## src/rtl/b64c_pkg.sv

```systemverilog
// ----------------------------------------------------------------------------
// b64c_pkg: shared types, constants and symbol mapping for the codec
// Group word layout between front and back, last-symbol positions, and the
// alphabet mapping in both directions.
// ----------------------------------------------------------------------------
`timescale 1ns / 1ps
`default_nettype none

package b64c_pkg;

    localparam int GROUP_W = 24;

    // front: fill count at which the incoming item completes a group
    localparam logic [1:0] ENC_FULL_FILL = 2'd2;
    localparam logic [1:0] DEC_FULL_FILL = 2'd3;

    // back: symbol position of the last result in a group
    localparam logic [1:0] ENC_LAST_IDX = 2'd3;
    localparam logic [1:0] DEC_LAST_IDX = 2'd2;

    localparam logic [7:0] CH_ZERO  = 8'h30;  // '0'
    localparam logic [7:0] CH_NINE  = 8'h39;  // '9'
    localparam logic [7:0] CH_LOW_A = 8'h61;  // 'a'
    localparam logic [7:0] CH_LOW_Z = 8'h7a;  // 'z'
    localparam logic [7:0] CH_UP_A  = 8'h41;  // 'A'
    localparam logic [7:0] CH_UP_Z  = 8'h5a;  // 'Z'
    localparam logic [7:0] CH_PLUS  = 8'h2b;  // '+'
    localparam logic [7:0] CH_MINUS = 8'h2d;  // '-'

    localparam logic [5:0] IDX_DIGITS = 6'd10;
    localparam logic [5:0] IDX_PLUS   = 6'd62;
    localparam logic [5:0] IDX_MINUS  = 6'd63;

    typedef struct packed {
        logic [GROUP_W-1:0] bits;
        logic               decode;
        logic               bad;
    } t_group;

    // 6-bit index to alphabet character; letters interleave lower, upper
    function automatic logic [7:0] enc_char(input logic [5:0] idx);
        logic [5:0] off;
        logic [7:0] ch;
        off = idx - IDX_DIGITS;
        if (idx < IDX_DIGITS) begin
            ch = CH_ZERO + {2'b00, idx};
        end else if (idx < IDX_PLUS) begin
            ch = (off[0] ? CH_UP_A : CH_LOW_A) + {3'b000, off[5:1]};
        end else if (idx == IDX_PLUS) begin
            ch = CH_PLUS;
        end else begin
            ch = CH_MINUS;
        end
        return ch;
    endfunction

    // character to {bad, index}; a character outside the alphabet gives index 0
    function automatic logic [6:0] dec_index(input logic [7:0] c);
        logic [7:0] d;
        logic [6:0] r;
        d = 8'd0;
        if (c >= CH_ZERO && c <= CH_NINE) begin
            d = c - CH_ZERO;
            r = {1'b0, d[5:0]};
        end else if (c >= CH_LOW_A && c <= CH_LOW_Z) begin
            d = c - CH_LOW_A;
            r = {1'b0, d[4:0], 1'b0} + {1'b0, IDX_DIGITS};
        end else if (c >= CH_UP_A && c <= CH_UP_Z) begin
            d = c - CH_UP_A;
            r = {1'b0, d[4:0], 1'b1} + {1'b0, IDX_DIGITS};
        end else if (c == CH_PLUS) begin
            r = {1'b0, IDX_PLUS};
        end else if (c == CH_MINUS) begin
            r = {1'b0, IDX_MINUS};
        end else begin
            r = 7'b100_0000;
        end
        return r;
    endfunction

endpackage

`default_nettype wire

```

## src/rtl/b64c_front.sv

```systemverilog
// ----------------------------------------------------------------------------
// b64c_front: input gather stage
// Accepts words, maps characters in decode mode, gathers a group and pushes
// the finished group to the queue. Holds the mode register.
// ----------------------------------------------------------------------------
`timescale 1ns / 1ps
`default_nettype none

module b64c_front (
    input  wire logic            i_clk,
    input  wire logic            i_rst_n,
    input  wire logic            i_valid,
    output logic                 o_ready,
    input  wire logic [7:0]      i_in_byte,
    input  wire logic            i_end_of_string,
    input  wire logic            i_cfg_valid,
    input  wire logic            i_cfg_data,
    output logic                 o_decode_mode,
    input  wire logic            i_q_full,
    output logic                 o_push,
    output b64c_pkg::t_group     o_group
);
    import b64c_pkg::*;

    logic               r_mode,  n_mode;
    logic [GROUP_W-1:0] r_bits,  n_bits;
    logic [1:0]         r_fill,  n_fill;
    logic               r_bad,   n_bad;

    logic [6:0]         dec;
    logic               completes;
    logic               accept;
    logic [GROUP_W-1:0] merged_bits;
    logic               merged_bad;

    always_comb begin
        dec         = dec_index(i_in_byte);
        completes   = r_mode ? (r_fill == DEC_FULL_FILL) : (r_fill == ENC_FULL_FILL);
        // only a completing word needs queue space; a mode write holds off input
        o_ready     = (!i_q_full || !completes) && !i_cfg_valid;
        accept      = i_valid && o_ready;
        merged_bits = r_mode ? {r_bits[GROUP_W-7:0], dec[5:0]}
                             : {r_bits[GROUP_W-9:0], i_in_byte};
        merged_bad  = r_mode && (r_bad || dec[6]);

        o_push         = accept && completes;
        o_group.bits   = merged_bits;
        o_group.decode = r_mode;
        o_group.bad    = merged_bad;
        o_decode_mode  = r_mode;

        n_mode = r_mode;
        n_bits = r_bits;
        n_fill = r_fill;
        n_bad  = r_bad;
        if (i_cfg_valid) begin
            n_mode = i_cfg_data;
            n_bits = '0;
            n_fill = '0;
            n_bad  = 1'b0;
        end else if (accept) begin
            if (completes || i_end_of_string) begin
                n_bits = '0;
                n_fill = '0;
                n_bad  = 1'b0;
            end else begin
                n_bits = merged_bits;
                n_fill = r_fill + 2'd1;
                n_bad  = merged_bad;
            end
        end
    end

    always_ff @(posedge i_clk) begin
        if (!i_rst_n) begin
            r_mode <= 1'b0;
            r_bits <= '0;
            r_fill <= '0;
            r_bad  <= 1'b0;
        end else begin
            r_mode <= n_mode;
            r_bits <= n_bits;
            r_fill <= n_fill;
            r_bad  <= n_bad;
        end
    end

endmodule

`default_nettype wire

```

## src/rtl/b64c_queue.sv

```systemverilog
// ----------------------------------------------------------------------------
// b64c_queue: two-entry group queue
// Decouples the gather stage from the output serializer.
// ----------------------------------------------------------------------------
`timescale 1ns / 1ps
`default_nettype none

module b64c_queue (
    input  wire logic             i_clk,
    input  wire logic             i_rst_n,
    input  wire logic             i_push,
    input  wire b64c_pkg::t_group i_group,
    output logic                  o_full,
    input  wire logic             i_pop,
    output logic                  o_valid,
    output b64c_pkg::t_group      o_group
);
    import b64c_pkg::*;

    t_group      r_mem [2];
    logic        r_wr_ptr, n_wr_ptr;
    logic        r_rd_ptr, n_rd_ptr;
    logic [1:0]  r_count,  n_count;

    always_comb begin
        o_full   = (r_count == 2'd2);
        o_valid  = (r_count != 2'd0);
        o_group  = r_mem[r_rd_ptr];
        n_wr_ptr = i_push ? !r_wr_ptr : r_wr_ptr;
        n_rd_ptr = i_pop  ? !r_rd_ptr : r_rd_ptr;
        n_count  = r_count + {1'b0, i_push} - {1'b0, i_pop};
    end

    always_ff @(posedge i_clk) begin
        if (!i_rst_n) begin
            r_wr_ptr <= 1'b0;
            r_rd_ptr <= 1'b0;
            r_count  <= 2'd0;
        end else begin
            r_wr_ptr <= n_wr_ptr;
            r_rd_ptr <= n_rd_ptr;
            r_count  <= n_count;
        end
    end

    always_ff @(posedge i_clk) begin
        if (i_push) begin
            r_mem[r_wr_ptr] <= i_group;
        end
    end

endmodule

`default_nettype wire

```

## src/rtl/b64c_back.sv

```systemverilog
// ----------------------------------------------------------------------------
// b64c_back: output serializer
// Takes a group from the queue and emits its characters or bytes one word
// per cycle while not stalled by i_ready, through a registered output stage.
// ----------------------------------------------------------------------------
`timescale 1ns / 1ps
`default_nettype none

module b64c_back (
    input  wire logic             i_clk,
    input  wire logic             i_rst_n,
    input  wire logic             i_q_valid,
    input  wire b64c_pkg::t_group i_group,
    output logic                  o_pop,
    output logic                  o_valid,
    input  wire logic             i_ready,
    output logic [7:0]            o_out_byte,
    output logic                  o_run_last,
    output logic                  o_bad_symbol
);
    import b64c_pkg::*;

    logic               r_busy,      n_busy;
    logic [1:0]         r_idx,       n_idx;
    logic               r_out_valid, n_out_valid;
    logic [GROUP_W-1:0] r_word;
    logic               r_decode;
    logic               r_bad;
    logic [7:0]         r_out_byte;
    logic               r_out_last;
    logic               r_out_bad;

    logic               can_emit;
    logic               emit;
    logic               is_last;
    logic [5:0]         enc_six;
    logic [7:0]         dec_byte;
    logic [7:0]         sym;

    always_comb begin
        can_emit = !r_out_valid || i_ready;
        emit     = r_busy && can_emit;
        is_last  = r_decode ? (r_idx == DEC_LAST_IDX) : (r_idx == ENC_LAST_IDX);
        // load the next group as the current one hands out its last word
        o_pop    = i_q_valid && (!r_busy || (emit && is_last));

        case (r_idx)
            2'd0: begin
                enc_six  = r_word[23:18];
                dec_byte = r_word[23:16];
            end
            2'd1: begin
                enc_six  = r_word[17:12];
                dec_byte = r_word[15:8];
            end
            2'd2: begin
                enc_six  = r_word[11:6];
                dec_byte = r_word[7:0];
            end
            default: begin
                enc_six  = r_word[5:0];
                dec_byte = r_word[7:0];
            end
        endcase
        sym = r_decode ? dec_byte : enc_char(enc_six);

        n_out_valid = r_out_valid;
        if (emit) begin
            n_out_valid = 1'b1;
        end else if (i_ready) begin
            n_out_valid = 1'b0;
        end

        n_busy = r_busy;
        n_idx  = emit ? r_idx + 2'd1 : r_idx;
        if (o_pop) begin
            n_busy = 1'b1;
            n_idx  = 2'd0;
        end else if (emit && is_last) begin
            n_busy = 1'b0;
        end
    end

    always_ff @(posedge i_clk) begin
        if (!i_rst_n) begin
            r_busy      <= 1'b0;
            r_idx       <= 2'd0;
            r_out_valid <= 1'b0;
        end else begin
            r_busy      <= n_busy;
            r_idx       <= n_idx;
            r_out_valid <= n_out_valid;
        end
    end

    always_ff @(posedge i_clk) begin
        if (o_pop) begin
            r_word   <= i_group.bits;
            r_decode <= i_group.decode;
            r_bad    <= i_group.bad;
        end
        if (emit) begin
            r_out_byte <= sym;
            r_out_last <= is_last;
            r_out_bad  <= r_bad;
        end
    end

    assign o_valid      = r_out_valid;
    assign o_out_byte   = r_out_byte;
    assign o_run_last   = r_out_last;
    assign o_bad_symbol = r_out_bad;

endmodule

`default_nettype wire

```

## src/rtl/base64_style_codec.sv

```systemverilog
// ----------------------------------------------------------------------------
// base64_style_codec: streaming base64-style encoder / decoder
// Gather stage, two-entry group queue and output serializer.
// Path: the group completed by an accepted word is written to the queue, then
//   loaded into the serializer word register and registered at the output.
// Throughput: one output word per cycle from the serializer while not stalled;
//   decode takes 1 input word per cycle, encode 3 input words per 4 outputs.
// Reset: synchronous; mode returns to encode, partial group, queue and output
//   stage are cleared.
// ----------------------------------------------------------------------------
`timescale 1ns / 1ps
`default_nettype none

module base64_style_codec (
    input  wire logic        i_clk,
    input  wire logic        i_rst_n,
    input  wire logic        i_valid,
    output logic             o_ready,
    input  wire logic [7:0]  i_in_byte,
    input  wire logic        i_end_of_string,
    output logic             o_valid,
    input  wire logic        i_ready,
    output logic [7:0]       o_out_byte,
    output logic             o_run_last,
    output logic             o_bad_symbol,
    input  wire logic        i_cfg_valid,
    output logic             o_cfg_ready,
    input  wire logic        i_cfg_data
);
    import b64c_pkg::*;

    t_group  front_group;
    t_group  q_group;
    logic    q_push;
    logic    q_full;
    logic    q_pop;
    logic    q_valid;
    logic    decode_mode;

    assign o_cfg_ready = 1'b1;

    b64c_front u_front (
        .i_clk           (i_clk),
        .i_rst_n         (i_rst_n),
        .i_valid         (i_valid),
        .o_ready         (o_ready),
        .i_in_byte       (i_in_byte),
        .i_end_of_string (i_end_of_string),
        .i_cfg_valid     (i_cfg_valid),
        .i_cfg_data      (i_cfg_data),
        .o_decode_mode   (decode_mode),
        .i_q_full        (q_full),
        .o_push          (q_push),
        .o_group         (front_group)
    );

    b64c_queue u_queue (
        .i_clk   (i_clk),
        .i_rst_n (i_rst_n),
        .i_push  (q_push),
        .i_group (front_group),
        .o_full  (q_full),
        .i_pop   (q_pop),
        .o_valid (q_valid),
        .o_group (q_group)
    );

    b64c_back u_back (
        .i_clk        (i_clk),
        .i_rst_n      (i_rst_n),
        .i_q_valid    (q_valid),
        .i_group      (q_group),
        .o_pop        (q_pop),
        .o_valid      (o_valid),
        .i_ready      (i_ready),
        .o_out_byte   (o_out_byte),
        .o_run_last   (o_run_last),
        .o_bad_symbol (o_bad_symbol)
    );

`ifndef SYNTHESIS
    a_no_push_when_full: assert property (@(posedge i_clk) disable iff (!i_rst_n)
        q_push |-> !q_full)
        else $error("group pushed into full queue");

    a_no_pop_when_empty: assert property (@(posedge i_clk) disable iff (!i_rst_n)
        q_pop |-> q_valid)
        else $error("group popped from empty queue");

    a_bad_only_decode: assert property (@(posedge i_clk) disable iff (!i_rst_n)
        o_valid && o_bad_symbol |-> decode_mode)
        else $error("bad symbol flag in encode mode");

    a_encode_group_clean: assert property (@(posedge i_clk) disable iff (!i_rst_n)
        q_push && !front_group.decode |-> !front_group.bad)
        else $error("encode group carries bad flag");
`endif

endmodule

`default_nettype wire

```

## config.mk

```make
export PLATFORM = sky130hd
export DESIGN_NAME = base64_style_codec
export DESIGN_NICKNAME = d
export VERILOG_FILES = /design/src/rtl/b64c_pkg.sv /design/src/rtl/b64c_front.sv /design/src/rtl/b64c_queue.sv /design/src/rtl/b64c_back.sv /design/src/rtl/base64_style_codec.sv
export SDC_FILE = /design/constraint.sdc
export NUM_CORES = 1
export LEC_CHECK = 0
export ABC_CLOCK_PERIOD_IN_PS = 5300
export BUFFER_PORTS_ARGS = -buffer_cell sky130_fd_sc_hd__buf_2
export CELL_PAD_IN_SITES_DETAIL_PLACEMENT = 1
export CELL_PAD_IN_SITES_GLOBAL_PLACEMENT = 2
export CORE_MARGIN = 2
export CORE_UTILIZATION = 47
export CTS_BUF_LIST = sky130_fd_sc_hd__clkbuf_2
export CTS_CLUSTER_DIAMETER = 60
export CTS_CLUSTER_SIZE = 28
export DETAILED_ROUTE_END_ITERATION = 7
export PLACE_DENSITY = 0.95
export REMOVE_ABC_BUFFERS = 1
export SLEW_MARGIN = 20
export SYNTH_ARGS = -nofsm -noshare
export SYNTH_HDL_FRONTEND = slang
export SYNTH_SLANG_ARGS = --single-unit
```

## constraint.sdc

```tcl
create_clock -name i_clk -period 5.3 [get_ports i_clk]
set_input_delay 0.265 -clock i_clk [delete_from_list [all_inputs] [get_ports i_clk]]
set_output_delay 0.265 -clock i_clk [all_outputs]
set_load 0.03 [all_outputs]
```

==> qor.txt <==
Avg Vias per Cell: 5.817
H-tree level count: 4
Clock Tree Root: clkbuf_2
R2R Path Start: u_back.r_decode$_DFFE_PP_
Skew final: 0.02275 ns
Setup TNS: 0 ns
Static Leak: 0.002361 uW
Post-synth EDFFs: 88
CP Capture Type: register
Tot Pwr: 2712 uW
Boundary Pins: 28
Full die area: 13030 um^2
Yosys cell types: 66
Pin count of the biggest net entering global routing: 39
CTS clk-pin slew, worst paths: 0.17 ns
Mapped Cells: 473
Mapped Area: 5702 um^2
Top cells by count, synth: edfxtp_1, mux2_2, nor2_1, nand2_1, dfxtp_1
Final #Nets: 539
Post-CTS Setup Bufs: 0
Cell Area, Placed: 5931 um^2
Seq cells post-synth: 118
Number of global-route vias before repair: 4104
Buffers added on ports: 26
Placer Congestion: 0.8632
Crit path max fanout: 27
Critical path class: reg -> reg
Synthesis-to-layout area growth: 9.304%
Design Area, Final: 6232 um^2
Worst skew pair latency: 0.65 ns
Vias: 3880
Slew margin rel.: 31.34%
Post-DP HPWL: 8856 um
Num CTS Buffers: 17
Starting density of the core: 47.87%
Least-Margin Pin Slew: 1.029 ns
Peak supply drop: 168.1 uV
Max clock buf depth: 2
Final setup fails: 0
Avg Inst Size Synth: 12.05 um^2
Worst EP required: 5.84 ns
Sequential share of the synthesized area: 56.88%
GRT Residual Overflow: 0
Placeable Area: 11910 um^2
Most common cell in the netlist: edfxtp_1
DR WL/cell: 19.09 um
DR iter-0 viols: 274
Worst path cell trace: mux2_2, o21ai_0, nand2_1, o21ai_0, inv_1, ha_1, inv_1, ha_1, xnor2_1, xnor2_1, and2_1
Outcome: finished clean
Crit path largest cell delay: 0.76 ns
Crit path from: u_back.r_decode$_DFFE_PP_
Share of post-route cells with drive strength above 1: 21.97%
Final core occ: 52.32%
Pre-CTS setup slack: 1.933 ns
Row cnt: 40
CP Data Arrival Time: 3.92 ns
Area share of the largest cell type after synthesis: 46.35%
Hold/Removal Path Class: in -> reg
Top post-synthesis cells by area: edfxtp_1, dfxtp_1, mux2_2
First-pass GRT wire length: 21000 um
Fmax: 296.5 MHz
Slew Limit Fails: 0
Setup crit start kind: register
Max_cap viols: 0
Detail Route Antenna Nets: 0
Initial antenna violation count: 1
TritonRoute pass-1 iters: 4
CTS Sinks: 118
Slowest cell on the critical path: edfxtp_1
Die Ht: 114.1 um
CTS tree: done
Min-delay src: i_in_byte[6]
RSZ-0062 raised after global routing: false
Period utilisation layout: 63.64%
Final WL: 12730 um
Hold Vio Cnt, Final: 0
PnR worst setup slack: 1.927 ns
Asr flop ratio synth: 0%
# DRC: 0
Yosys Warn Count: 0
Crit path time final: 3.373 ns
Die width: 114.1 um
Power density over the cells: 435.1 nW/um^2
Total global-route track usage: 20.94%
# resized after CTS: 0
Top FF cell, synth: edfxtp_1
Post-synth top area cell: edfxtp_1
==> kinds of logic (layout without fill, tap and decap cells) <==
group	after synthesis	after routing	share of synthesized area [%]
other cells	1	2	0.06577
buf+inv	40	86	3.028
simple gates	132	132	11.57
xor+xnor	12	12	1.843
flops	118	118	56.88
mux	47	47	9.239
fa+ha+maj	18	18	3.950
compound gates	105	105	13.43
==> cells in the final DEF, fill, tap and decap left out, types with 5 or more instances in the layout <==
cell / n
a21o_1: 5
a21oi_1: 20
a222oi_1: 6
a22oi_1: 23
a31oi_1: 5
and2_1: 8
buf_2: 26
clkbuf_2: 19
clkinv_1: 7
dfxtp_1: 29
dlygate4sd3_1: 9
edfxtp_1: 88
ha_1: 18
inv_1: 15
mux2_2: 45
nand2_1: 36
nand2b_1: 7
nand3_1: 8
nor2_1: 40
nor2b_1: 8
o21ai_0: 12
xnor2_1: 10
==> area by class of cell <==
class / count / area (um^2)
clock buffer: 19 / 95.09
timing repair buffer: 38 / 242.7
fill: 1255 / 5679
antenna: 1 / 2.502
sequential: 118 / 3244
inverter: 16 / 60.06
clock inverter: 13 / 113.9
tap: 147 / 183.9
multi-input combinational: 315 / 2290
==> stage by stage <==
stage	std cells	hold slack, ns
floorplan	449	0.3825
global placement	625	0.4149
detailed placement	625	0.4084
CTS	666	0.01045
global route	667	0.01607
finish	667	0.07932
==> critical path, delay by kind of cell (launching register included) <==
family	cells	cell delay (ns)
flip-flops	1	0.76
adder cells (fa/ha/maj)	2	0.69
buffers and inverters	2	0.62
multiplexers	1	0.42
XOR/XNOR	2	0.28
AO/OA/AOI/OAI	2	0.26
AND/OR/NAND/NOR	2	0.24
==> metal layers <==
layer	wire (um)	part of all wire (%)	vias to the layer above	track usage [%]
li1	-	-	1836	-
met1	5647	44	1941	25.64
met4	315	2.5	0	9.187
met2	6480	51	76	35.91
met5	0	0	-	0
met3	290	2.3	27	4.288
==> path summary, 6_finish.rpt <==
kind                                    to  cells after the start  slack, ns
max          u_queue.r_count[1]$_SDFF_PN0_                     11       1.93
min          u_queue.r_mem[1][8]$_DFFE_PP_                      2       0.08
max reg2reg  u_queue.r_count[1]$_SDFF_PN0_                     11       1.93
min reg2reg  u_back.o_bad_symbol$_DFFE_PP_                      0       0.44
==> where the power goes <==
part	switching (uW)	leakage [uW]	total, uW	internal, uW
clock	322	0.000133	531	208
sequential	126	0.00113	1310	1180
combinational	537	0.00110	870	333
total	985	0.00236	2710	1730
==> repair_timing <==
| action | 4_1_cts | 5_1_grt |
|---|---|---|
| setup endpoints to repair | 0 | 0 |
| hold buffers | 9 | 0 |
| hold endpoints to repair | 13 | 0 |
==> state kept, by name (all words and copies together), names as in the netlist, 2 cells and up <==
| register | cells |
|---|---|
| u_queue.r_count | 2 |
| u_front.r_fill | 2 |
| u_front.r_bits | 18 |
| u_back.r_idx | 2 |
| u_queue.r_mem | 52 |
| u_back.o_out_byte | 8 |
| u_back.r_word | 24 |
(Power assumes the default switching activity.)
